### src/rtl/sdl_pkg.sv
// Shared types and constants for the service displacement lifecycle block.
// No dependencies; every other file imports this package.
package sdl_pkg;

    localparam int SERVICES_DEF = 8;

    localparam int CMD_W    = 3;
    localparam int SVC_W    = 8;
    localparam int STATUS_W = 3;
    localparam int STATE_W  = 3;
    localparam int MASK_W   = 8;
    localparam int FSVC_W   = 4;

    localparam logic [MASK_W-1:0] CANCEL_MASK_RST = 8'hFF;

    // Services 0 to 7 have a cancellable bit and a displaced mask bit
    localparam logic [SVC_W-1:0] MASKED_SVCS = 8'd8;
    localparam logic signed [FSVC_W-1:0] FSVC_NONE = -4'sd1;
    localparam logic signed [FSVC_W-1:0] FSVC_SAT  = 4'sd7;

    localparam logic [CMD_W-1:0] CMD_REQUEST      = 3'd0;
    localparam logic [CMD_W-1:0] CMD_QUIESCE_DONE = 3'd1;
    localparam logic [CMD_W-1:0] CMD_RELEASE      = 3'd2;
    localparam logic [CMD_W-1:0] CMD_RESTORE_DONE = 3'd3;
    localparam logic [CMD_W-1:0] CMD_CLEAR_FAULT  = 3'd4;
    localparam logic [CMD_W-1:0] CMD_QUERY        = 3'd5;

    typedef enum logic [STATE_W-1:0] {
        ST_FREE      = 3'd0,
        ST_QUIESCING = 3'd1,
        ST_DISPLACED = 3'd2,
        ST_RESTORING = 3'd3,
        ST_FAULT     = 3'd4
    } t_state;

    typedef enum logic [STATUS_W-1:0] {
        RS_OK            = 3'd0,
        RS_INVALID       = 3'd1,
        RS_ALREADY       = 3'd2,
        RS_WRONG         = 3'd3,
        RS_NOT_CANCEL    = 3'd4,
        RS_NOT_DISPLACED = 3'd5
    } t_status;

    typedef struct packed {
        logic [CMD_W-1:0] cmd;
        logic [SVC_W-1:0] service;
        logic             restore_ok;
    } t_item;

    typedef struct packed {
        t_status                   status;
        t_state                    service_state;
        logic [MASK_W-1:0]         displaced_mask;
        logic                      any_fault;
        logic signed [FSVC_W-1:0]  fault_service;
    } t_result;

endpackage

### src/rtl/sdl_in_if.sv
// Command channel: valid/ready handshake carrying one command word.
// Depends on sdl_pkg for field widths.
interface sdl_in_if import sdl_pkg::*; ();
    logic             valid;
    logic             ready;
    logic [CMD_W-1:0] cmd;
    logic [SVC_W-1:0] service;
    logic             restore_ok;

    modport source (output valid, output cmd, output service, output restore_ok, input ready);
    modport sink   (input valid, input cmd, input service, input restore_ok, output ready);
endinterface

### src/rtl/sdl_out_if.sv
// Result channel: valid/ready handshake carrying one result word.
// Depends on sdl_pkg for field widths.
interface sdl_out_if import sdl_pkg::*; ();
    logic                      valid;
    logic                      ready;
    logic [STATUS_W-1:0]       status;
    logic [STATE_W-1:0]        service_state;
    logic [MASK_W-1:0]         displaced_mask;
    logic                      any_fault;
    logic signed [FSVC_W-1:0]  fault_service;

    modport source (output valid, output status, output service_state,
                    output displaced_mask, output any_fault, output fault_service,
                    input ready);
    modport sink   (input valid, input status, input service_state,
                    input displaced_mask, input any_fault, input fault_service,
                    output ready);
endinterface

### src/rtl/sdl_core.sv
// Per-service state table with the command read-modify-write and the
// displaced mask / fault priority summary. Depends on sdl_pkg.
module sdl_core import sdl_pkg::*; #(
    parameter int SERVICES = SERVICES_DEF
) (
    input  logic              i_clk,
    input  logic              i_rst_n,
    input  logic              i_step,
    input  t_item             i_item,
    input  logic [MASK_W-1:0] i_cancel_mask,
    output t_result           o_result
);

    localparam int IDX_W = (SERVICES > 1) ? $clog2(SERVICES) : 1;
    localparam int PAD_W = (SERVICES > MASK_W) ? SERVICES : MASK_W;
    localparam logic [SVC_W-1:0] SVC_LIMIT = SVC_W'(SERVICES);

    t_state r_states [SERVICES];
    t_state n_states [SERVICES];

    logic             w_valid;
    logic [IDX_W-1:0] w_idx;
    logic             w_cancel_ok;
    t_state           w_cur;
    t_status          w_status;
    logic [PAD_W-1:0] w_disp;

    assign w_valid     = i_item.service < SVC_LIMIT;
    assign w_idx       = i_item.service[IDX_W-1:0];
    assign w_cancel_ok = (i_item.service < MASKED_SVCS) && i_cancel_mask[i_item.service[2:0]];

    always_comb begin
        n_states = r_states;
        w_cur    = r_states[w_idx];
        w_status = RS_OK;
        if (!w_valid) begin
            w_status = RS_INVALID;
        end else begin
            case (i_item.cmd)
                CMD_REQUEST: begin
                    if (w_cur == ST_DISPLACED || w_cur == ST_QUIESCING) begin
                        w_status = RS_ALREADY;
                    end else if (w_cur != ST_FREE) begin
                        w_status = RS_WRONG;
                    end else if (!w_cancel_ok) begin
                        w_status = RS_NOT_CANCEL;
                    end else begin
                        n_states[w_idx] = ST_QUIESCING;
                    end
                end
                CMD_QUIESCE_DONE: begin
                    if (w_cur != ST_QUIESCING) w_status = RS_WRONG;
                    else n_states[w_idx] = ST_DISPLACED;
                end
                CMD_RELEASE: begin
                    if (w_cur != ST_DISPLACED) w_status = RS_NOT_DISPLACED;
                    else n_states[w_idx] = ST_RESTORING;
                end
                CMD_RESTORE_DONE: begin
                    if (w_cur != ST_RESTORING) w_status = RS_WRONG;
                    else n_states[w_idx] = i_item.restore_ok ? ST_FREE : ST_FAULT;
                end
                CMD_CLEAR_FAULT: begin
                    if (w_cur != ST_FAULT) w_status = RS_WRONG;
                    else n_states[w_idx] = ST_FREE;
                end
                // query and the unused codes leave the table alone
                default: w_status = RS_OK;
            endcase
        end
    end

    // Summaries are taken from the table as it stands after this command
    always_comb begin
        w_disp = '0;
        for (int i = 0; i < SERVICES; i++) begin
            w_disp[i] = (n_states[i] == ST_DISPLACED);
        end
    end

    always_comb begin
        o_result.status         = w_status;
        o_result.service_state  = w_valid ? n_states[w_idx] : ST_FREE;
        o_result.displaced_mask = w_disp[MASK_W-1:0];
        o_result.any_fault      = 1'b0;
        o_result.fault_service  = FSVC_NONE;
        // scan downward so the lowest faulted index wins
        for (int i = SERVICES - 1; i >= 0; i--) begin
            if (n_states[i] == ST_FAULT) begin
                o_result.any_fault     = 1'b1;
                o_result.fault_service = (i > 7) ? FSVC_SAT : FSVC_W'(i);
            end
        end
    end

    always_ff @(posedge i_clk) begin
        if (!i_rst_n) begin
            for (int i = 0; i < SERVICES; i++) r_states[i] <= ST_FREE;
        end else if (i_step) begin
            r_states <= n_states;
        end
    end

endmodule

### src/rtl/service_displacement_lifecycle.sv
// Top level of the service displacement lifecycle block: input register,
// result register and the cancellable mask. Depends on sdl_pkg, sdl_in_if,
// sdl_out_if and sdl_core.
//
// Usage:
//   i_item carries command words (cmd, service, restore_ok); o_result
//   returns one result word per command (status, service_state,
//   displaced_mask, any_fault, fault_service). Both use valid/ready.
//   i_cfg_we / i_cfg_data write the 8-bit cancellable mask, reset 0xFF.
// Timing:
//   A command is captured in the input register when it is accepted, then
//   applied to the state table and captured in the result register once the
//   result register is free or being read; the result is offered from the
//   result register. One command per cycle is sustained while o_result is
//   not stalled; the table read-modify-write sits between the two registers.
// Reset (synchronous, active low): all services free, mask 0xFF, both
//   registers empty.
// Stall: while o_result is held, the result register keeps its word and the
//   input register still takes one more command; after that i_item.ready
//   drops until the result is taken.
module service_displacement_lifecycle import sdl_pkg::*; #(
    parameter int SERVICES = SERVICES_DEF
) (
    input  logic              i_clk,
    input  logic              i_rst_n,
    sdl_in_if.sink            i_item,
    sdl_out_if.source         o_result,
    input  logic              i_cfg_we,
    input  logic [MASK_W-1:0] i_cfg_data
);

    logic              r_in_valid;
    t_item             r_in;
    logic              r_out_valid;
    t_result           r_res;
    logic [MASK_W-1:0] r_cancel_mask;

    logic    w_adv;
    logic    w_in_ready;
    t_result w_core_res;

    assign w_adv      = r_in_valid && (!r_out_valid || o_result.ready);
    assign w_in_ready = !r_in_valid || w_adv;

    sdl_core #(
        .SERVICES(SERVICES)
    ) u_core (
        .i_clk        (i_clk),
        .i_rst_n      (i_rst_n),
        .i_step       (w_adv),
        .i_item       (r_in),
        .i_cancel_mask(r_cancel_mask),
        .o_result     (w_core_res)
    );

    always_ff @(posedge i_clk) begin
        if (!i_rst_n) begin
            r_in_valid    <= 1'b0;
            r_out_valid   <= 1'b0;
            r_cancel_mask <= CANCEL_MASK_RST;
        end else begin
            if (w_in_ready) r_in_valid <= i_item.valid;
            if (w_adv) begin
                r_out_valid <= 1'b1;
            end else if (o_result.ready) begin
                r_out_valid <= 1'b0;
            end
            if (i_cfg_we) r_cancel_mask <= i_cfg_data;
        end
    end

    // payload registers: hold unless advancing
    always_ff @(posedge i_clk) begin
        if (w_in_ready && i_item.valid) begin
            r_in.cmd        <= i_item.cmd;
            r_in.service    <= i_item.service;
            r_in.restore_ok <= i_item.restore_ok;
        end
        if (w_adv) r_res <= w_core_res;
    end

    assign i_item.ready            = w_in_ready;
    assign o_result.valid          = r_out_valid;
    assign o_result.status         = r_res.status;
    assign o_result.service_state  = r_res.service_state;
    assign o_result.displaced_mask = r_res.displaced_mask;
    assign o_result.any_fault      = r_res.any_fault;
    assign o_result.fault_service  = r_res.fault_service;

endmodule
### src/flat_wrapper.sv
// flat-port wrapper written by rule: the top's interface ports become plain ports
module service_displacement_lifecycle_flat import sdl_pkg::*;
#(
    parameter int SERVICES = SERVICES_DEF
)
  (i_clk, i_rst_n, i_cfg_we, i_cfg_data, i_item_valid, i_item_cmd, i_item_service, i_item_restore_ok, i_item_ready, o_result_valid, o_result_status, o_result_service_state, o_result_displaced_mask, o_result_any_fault, o_result_fault_service, o_result_ready);
  sdl_in_if i_item_i ();
  sdl_out_if o_result_i ();
  input  logic i_clk;
  input  logic i_rst_n;
  input  logic i_cfg_we;
  input  logic [MASK_W-1:0] i_cfg_data;
  input wire logic [$bits(i_item_i.valid)-1:0] i_item_valid;
  input wire logic [$bits(i_item_i.cmd)-1:0] i_item_cmd;
  input wire logic [$bits(i_item_i.service)-1:0] i_item_service;
  input wire logic [$bits(i_item_i.restore_ok)-1:0] i_item_restore_ok;
  output wire logic [$bits(i_item_i.ready)-1:0] i_item_ready;
  output wire logic [$bits(o_result_i.valid)-1:0] o_result_valid;
  output wire logic [$bits(o_result_i.status)-1:0] o_result_status;
  output wire logic [$bits(o_result_i.service_state)-1:0] o_result_service_state;
  output wire logic [$bits(o_result_i.displaced_mask)-1:0] o_result_displaced_mask;
  output wire logic [$bits(o_result_i.any_fault)-1:0] o_result_any_fault;
  output wire logic [$bits(o_result_i.fault_service)-1:0] o_result_fault_service;
  input wire logic [$bits(o_result_i.ready)-1:0] o_result_ready;
  assign i_item_i.valid = i_item_valid;
  assign i_item_i.cmd = i_item_cmd;
  assign i_item_i.service = i_item_service;
  assign i_item_i.restore_ok = i_item_restore_ok;
  assign i_item_ready = i_item_i.ready;
  assign o_result_valid = o_result_i.valid;
  assign o_result_status = o_result_i.status;
  assign o_result_service_state = o_result_i.service_state;
  assign o_result_displaced_mask = o_result_i.displaced_mask;
  assign o_result_any_fault = o_result_i.any_fault;
  assign o_result_fault_service = o_result_i.fault_service;
  assign o_result_i.ready = o_result_ready;
  service_displacement_lifecycle #(.SERVICES(SERVICES)) u_core (.i_clk(i_clk), .i_rst_n(i_rst_n), .i_item(i_item_i), .o_result(o_result_i), .i_cfg_we(i_cfg_we), .i_cfg_data(i_cfg_data));
endmodule
### config.mk
export PLATFORM = sky130hd
export DESIGN_NAME = service_displacement_lifecycle_flat
export DESIGN_NICKNAME = d
export VERILOG_FILES = /design/src/rtl/sdl_pkg.sv /design/src/rtl/sdl_in_if.sv /design/src/rtl/sdl_out_if.sv /design/src/rtl/sdl_core.sv /design/src/rtl/service_displacement_lifecycle.sv /design/src/flat_wrapper.sv
export SDC_FILE = /design/constraint.sdc
export NUM_CORES = 1
export LEC_CHECK = 0
export BUFFER_PORTS_ARGS = -buffer_cell sky130_fd_sc_hd__buf_4
export CELL_PAD_IN_SITES_DETAIL_PLACEMENT = 2
export CELL_PAD_IN_SITES_GLOBAL_PLACEMENT = 2
export CORE_MARGIN = 5
export CORE_UTILIZATION = 36
export CTS_CLUSTER_DIAMETER = 150
export DETAILED_ROUTE_END_ITERATION = 12
export PLACE_DENSITY = 0.78
export SLEW_MARGIN = 20
export SYNTH_ARGS = -nofsm -noshare
export SYNTH_HDL_FRONTEND = slang
export SYNTH_SLANG_ARGS = --single-unit
### constraint.sdc
create_clock -name i_clk -period 4.7 [get_ports i_clk]
set_clock_uncertainty 0.15 [all_clocks]
set_input_delay 0.94 -clock i_clk [delete_from_list [all_inputs] [get_ports i_clk]]
set_output_delay 0.94 -clock i_clk [all_outputs]
set_load 0.02 [all_outputs]
## Yosys cells after proc, flatten, opt, wreduce, memory -nomap -nowiden

Index checks and enable logic that the tools add are counted.
Widths: inputs -> output; s select.

- Flip-flop bits (word level): 65
- Output and inout bits: 21
- Input port bits: 25

- Reduce and logical (&&, ||, !) cells: 15
- Bitwise operators: 12
- Equality and inequality tests: 26
- Magnitude comparators: 4
- Mux-type cells: 38

Operator list:

| cell | count |
|---|---|
| $mux 24 | 8 |
| $pmux 24 s5 | 1 |
| $mux 3 | 13 |
| $eq 3x2->1 const B | 11 |
| $and 16x16->16 | 2 |
| $not 16->16 | 2 |
| $eq 3x3->1 const B | 9 |
| $and 24x24->24 | 1 |
| $bwmux 24 | 1 |
| $not 24->24 | 1 |
| $bmux 3 s3 | 2 |
| $or 16x16->16 | 1 |
| $or 8x8->8 | 2 |
| $pmux 3 s5 | 1 |
| $mux 2 | 5 |
| $demux 3 s3 | 1 |
| $and 8x8->8 | 1 |
| $lt 8x4->1 const B | 1 |
| $not 8->8 | 1 |
| $reduce_or 7->1 | 1 |
| $eq 3x1->1 const B | 2 |
| $ne 3x2->1 const B | 2 |
| $mux 5 | 1 |
| $ge 4x4->1 const B | 1 |
| 15 further kinds | 24 |

## Longest topological paths before layout

- Word-level depth: 20
- Depth in mapped cells: 12
- Mapped depth without buffers: 9

## By module

From an unflattened synthesis, not the netlist that was laid out.

- Cells, all modules: 489
- Area, all modules: 4596.9 um^2

Modules (own cells, without submodules):

| module | cells each | area an instance (um^2) | times used |
|---|---|---|---|
| sdl_core | 423 | 3275.6 | 1 |
| service_displacement_lifecycle | 66 | 1321.3 | 1 |

## Worst setup path after synthesis

OpenSTA, ideal clock, no wires.

- Path type: reg-to-reg
- Start: reg u_core.r_in[1] in the netlist's numbering
- End: reg u_core.r_res, in the netlist u_core.o_result.fault_service[3], data pin
- Arrival: 3.035 ns
- Stages on the path, launching flop included: 11
- Slack: 1.260 ns
- Library setup time: 0.256 ns
- Data required time: 4.294 ns
- Cells stage by stage: edfxtp_1 buf_6 mux4_2 mux2_2 nor4_4 mux2i_2 a221o_1 a21oi_1 nor3b_2 nor4_4 and4_1

- Longest elaborated chain between the ends: 14

RTL lines:

| element | RTL line | source |
|---|---|---|
| start: declaration | service_displacement_lifecycle.sv:33 | `t_item r_in;` |
| $not 3->4 | -- |  |
| $ge 4x4->1 (implied by the code) or $lt 4x1->1 (tied branches) | -- |  |
| $logic_and 1x1->1 (implied by the code) | -- |  |
| $mux 3 | -- |  |
| $demux 3 s3 | -- |  |
| $not 16->16 (no source line) | -- |  |
| $and 16x16->16 (no source line) | -- |  |
| $mux 24 | sdl_core.sv:45 | `end else if (!w_cancel_ok) begin` |
| $mux 24 | sdl_core.sv:43 | `end else if (w_cur != ST_FREE) begin` |
| $mux 24 | sdl_core.sv:41 | `if (w_cur == ST_DISPLACED \|\| w_cur == ST_QUIESCING) begin` |
| $pmux 24 s5 | sdl_core.sv:39 | `case (i_item.cmd)` |
| $mux 24 * | sdl_core.sv:36 | `if (!w_valid) begin` |
| $eq 3x3->1 | sdl_core.sv:89 | `if (n_states[i] == ST_FAULT) begin` |
| $reduce_or 7->1 (no source line) or $mux 5 (tied branches) | -- |  |
| end signal: assignment | service_displacement_lifecycle.sv:79 | `if (w_adv) r_res <= w_core_res;` |
| end: declaration | service_displacement_lifecycle.sv:35 | `t_result r_res;` |

Every way passes the cells marked *; elsewhere a longest branch is shown, timed or not. The select of a mux whose other input is x is not followed.
A chain may end at the register's enable or synchronous reset.

## Worst setup path in the final report

Ends and elaborated chain as after synthesis.

==> results.json <==
{
  "crit_family": "multiplexers",
  "layout_min_cycle_time_ns": 4.21,
  "cts_setup_buffers": 0,
  "pwr-share-seq": 0.432,
  "met1_usage": 0.318,
  "drive_above_1_share": 0.184,
  "pwr-share-clk": 0.392,
  "pre_cts_slack_ns": 0.479,
  "first_global_vias": 4684,
  "cts_resized": 0,
  "wirelength_um": 17900,
  "clk-insertion-delay-late_ns": 0.34,
  "netlist_area_um2": 4260,
  "syn_nets": 515,
  "wire_per_inst_um": 26.3,
  "placed_cells": 665,
  "final_cell_mix": "nand2_1, buf_4, nor2_1, dfxtp_1, edfxtp_1",
  "slew_viol_final": 0,
  "vias": 4391,
  "required_ns": 4.65,
  "antenna_found_initial": 1,
  "ys.warnings.count": 0,
  "intPower_w": 0.00107,
  "r2r-start": "u_core.r_in[1]",
  "grt_pass1_wl_um": 27400,
  "ctsHoldBuffers": 0,
  "routed_via_density": 6.46,
  "hp-class": "reg -> reg",
  "cts_root_buf": "clkbuf_16",
  "worstMarginPinSlew_ns": 1.00,
  "hold_start": "u_core.r_cancel_mask[3]",
  "synth_top_area_frac": 0.218,
  "fin_crit_sh": 0.896,
  "io_pins": 46,
  "die_w_um": 119,
  "post-synth-top-area-cell": "edfxtp_1",
  "leakage_nw": 1.91,
  "crit_path_cell_trace": "mux4_2, mux2_2, nor4_4, mux2i_2, a221o_1, a21oi_1, nor3b_2, nor4_4, and4_1",
  "std_cell_rows": 39,
  "final_antenna_net_count": 0,
  "grt_overflow": 0,
  "power_density_nw_per_um2": 298,
  "startpoint_type": "flip-flop",
  "cp.arrival_ns": 4.16,
  "gr-usage-all-layers": 0.254,
  "cpMaxStageDelayCell": "edfxtp_1",
  "hold_viol": 0,
  "status": "finished, final reports clean",
  "layout_setup_ws_ns": 0.488,
  "stdcell_area_um2": 5040,
  "holdPathStages": 2,
  "crit_buf_inv": 0,
  "r2r_end": "u_core.o_result.fault_service[3]",
  "net-switching-power_w": 0.000435,
  "max_stage_delay_ns": 0.68,
  "grt.busiest_layer": "met2",
  "min_to": "u_core.r_cancel_mask[3]",
  "drt_pass1_iterations": 5,
  "crit_type": "reg -> reg",
  "pwr-share-comb": 0.176,
  "start_util": 0.370,
  "netSwitchingFraction": 0.290,
  "clock-sinks": 65,
  "place_area_um2": 4790,
  "drtIter0Drc": 462,
  "yosysUniqueCellTypes": 69,
  "remaining_drc_errors": 0,
  "cts_buffer_depth": 2,
  "async_reset_ff_frac": 0,
  "use_met3": 0.0725,
  "hold-worst-slack_ns": 0.320,
  "cts_tree": "built",
  "fillers": 1280,
  "slew_headroom": 0.323,
  "fin_cells": 680,
  "ys_seq_area_frac": 0.378,
  "syn_avg_cell_area_um2": 8.70,
  "crit_top_cell": "nor4_4",
  "setup_tns_ns": 0,
  "final_nets": 558,
  "grt_max_degree": 49,
  "gp_congestion": 0.969,
  "worst_ir_drop_vdd_uv": 168,
  "place_hpwl_um": 13500,
  "h-tree-depth": 3,
  "drv_cap": 0,
  "syn-instance-count": 490,
  "dieHeight_um": 119,
  "synth_area_leaders": "edfxtp_1, dfxtp_1, nand2_1",
  "rsz0062_at_grt": "false",
  "ys.flop_type": "dfxtp_1",
  "final_common_cell": "nand2_1",
  "antennaDiodeCount": 0,
  "core-area_um2": 11500,
  "io_buffer_count": 45,
  "numCtsBuffers": 9,
  "met2_usage": 0.426,
  "fmax_mhz": 237,
  "end_kind": "flip-flop",
  "synth-edff-count": 31,
  "die_area_um2": 14100,
  "reg2reg_depth": 9,
  "r2r_setup_slack_ns": 0.49,
  "worst_setup_hold_path_clk_slew_ns": 0.06,
  "synth_seq_cells": 65,
  "setup_viol": 0,
  "syn2layout_area_growth_pct": 18.2,
  "cp_max_fo": 12
}
## logic make-up (layout without fill, tap and decap cells)
group / after synthesis / in the layout / synth area share
AND/OR/NAND/NOR: 208 / 208 / 0.252
AO/OA/AOI/OAI: 155 / 155 / 0.268
buffers and inverters: 41 / 88 / 0.0387
flip-flops: 65 / 65 / 0.378
multiplexers: 21 / 21 / 0.0631
## final cells by class
| class | count | area, um2 | share of cell area |
|---|---|---|---|
| clock inverters | 2 | 8.76 | 0.00174 |
| multi-input cells | 384 | 2490 | 0.493 |
| clock buffers | 13 | 240 | 0.0477 |
| inverters | 9 | 33.8 | 0.00670 |
| repair buffers | 64 | 480 | 0.0953 |
| flip-flops and latches | 65 | 1610 | 0.320 |
| well taps | 143 | 179 | 0.0355 |
## worst max path at each step
stage                   startpoint                                to  slack (ns)  cells after the start
floorplan           u_core.r_in[1]  u_core.o_result.fault_service[3]        1.26                     10
global placement    u_core.r_in[1]  u_core.o_result.fault_service[3]        0.59                      9
detailed placement  u_core.r_in[1]  u_core.o_result.fault_service[3]        0.48                      9
CTS                 u_core.r_in[1]  u_core.o_result.fault_service[1]        0.48                      9
global route        u_core.r_in[1]  u_core.o_result.fault_service[3]        0.23                      9
finish              u_core.r_in[1]  u_core.o_result.fault_service[3]        0.49                      9
## registers in the layout (all words and copies together), names as in the netlist
register	flops
u_core.r_cancel_mask	8
u_core.o_result.valid	1
u_core.u_core.r_states	24
u_core.o_result.service_state	3
u_core.o_result.displaced_mask	8
u_core.r_in	12
u_core.o_result.status	3
u_core.o_result.fault_service	4
u_core.o_result.any_fault	1
u_core.r_in_valid	1
## tightest hold or removal path: stages, from the launching register on
cell	delay, ns
dfxtp_1	0.32
mux2i_1	0.06
nand2_1	0.06
## layer usage
metal  part of all wire  up-vias  routed length (um)
met1               0.41     2210                7360
met3              0.076       38                1360
met4              0.023        2                 415
met2               0.49      188                8720
li1                   -     1953                   -
met5            0.00073        -                  13
## power groups by stage
stage | clock network, W | registers (W) | logic [W]
3_3_place_gp | 0 | 0.000658 | 0.000252
6_report | 0.000590 | 0.000650 | 0.000264
3_5_place_dp | 0 | 0.000660 | 0.000259
5_1_grt | 0.000635 | 0.000653 | 0.000282
2_1_floorplan | 0 | 0.000653 | 0.000163
4_1_cts | 0.000606 | 0.000649 | 0.000261
## Yosys cell counts (5+ instances only)
cell type and instances:
and3_1 8, nor2_1 44, o21ai_0 20, o211ai_1 6
a22oi_1 5, mux2i_1 12, nor3_1 11, o31a_1 6
a31oi_1 12, o22ai_1 10, a21oi_1 28, nor3b_1 8
or3_1 5, a21boi_0 9, and2_1 11, edfxtp_1 31
or2_2 7, nand2_1 67, clkbuf_1 27, nand4_1 5
o211a_1 9, inv_1 9, nand3_1 16, nor2b_1 5
dfxtp_1 34
## per-stage QoR
| stage | total power, W | util |
|---|---|---|
| 5_1_grt | 0.00157 | 0.438 |
| 6_report | 0.00150 | 0.438 |
| 4_1_cts | 0.00152 | 0.438 |
| 2_1_floorplan | 0.000816 | - |
| 3_3_place_gp | 0.000909 | 0.416 |
| 3_5_place_dp | 0.000919 | 0.416 |
Note: power is estimated with default switching activity, not from simulation.
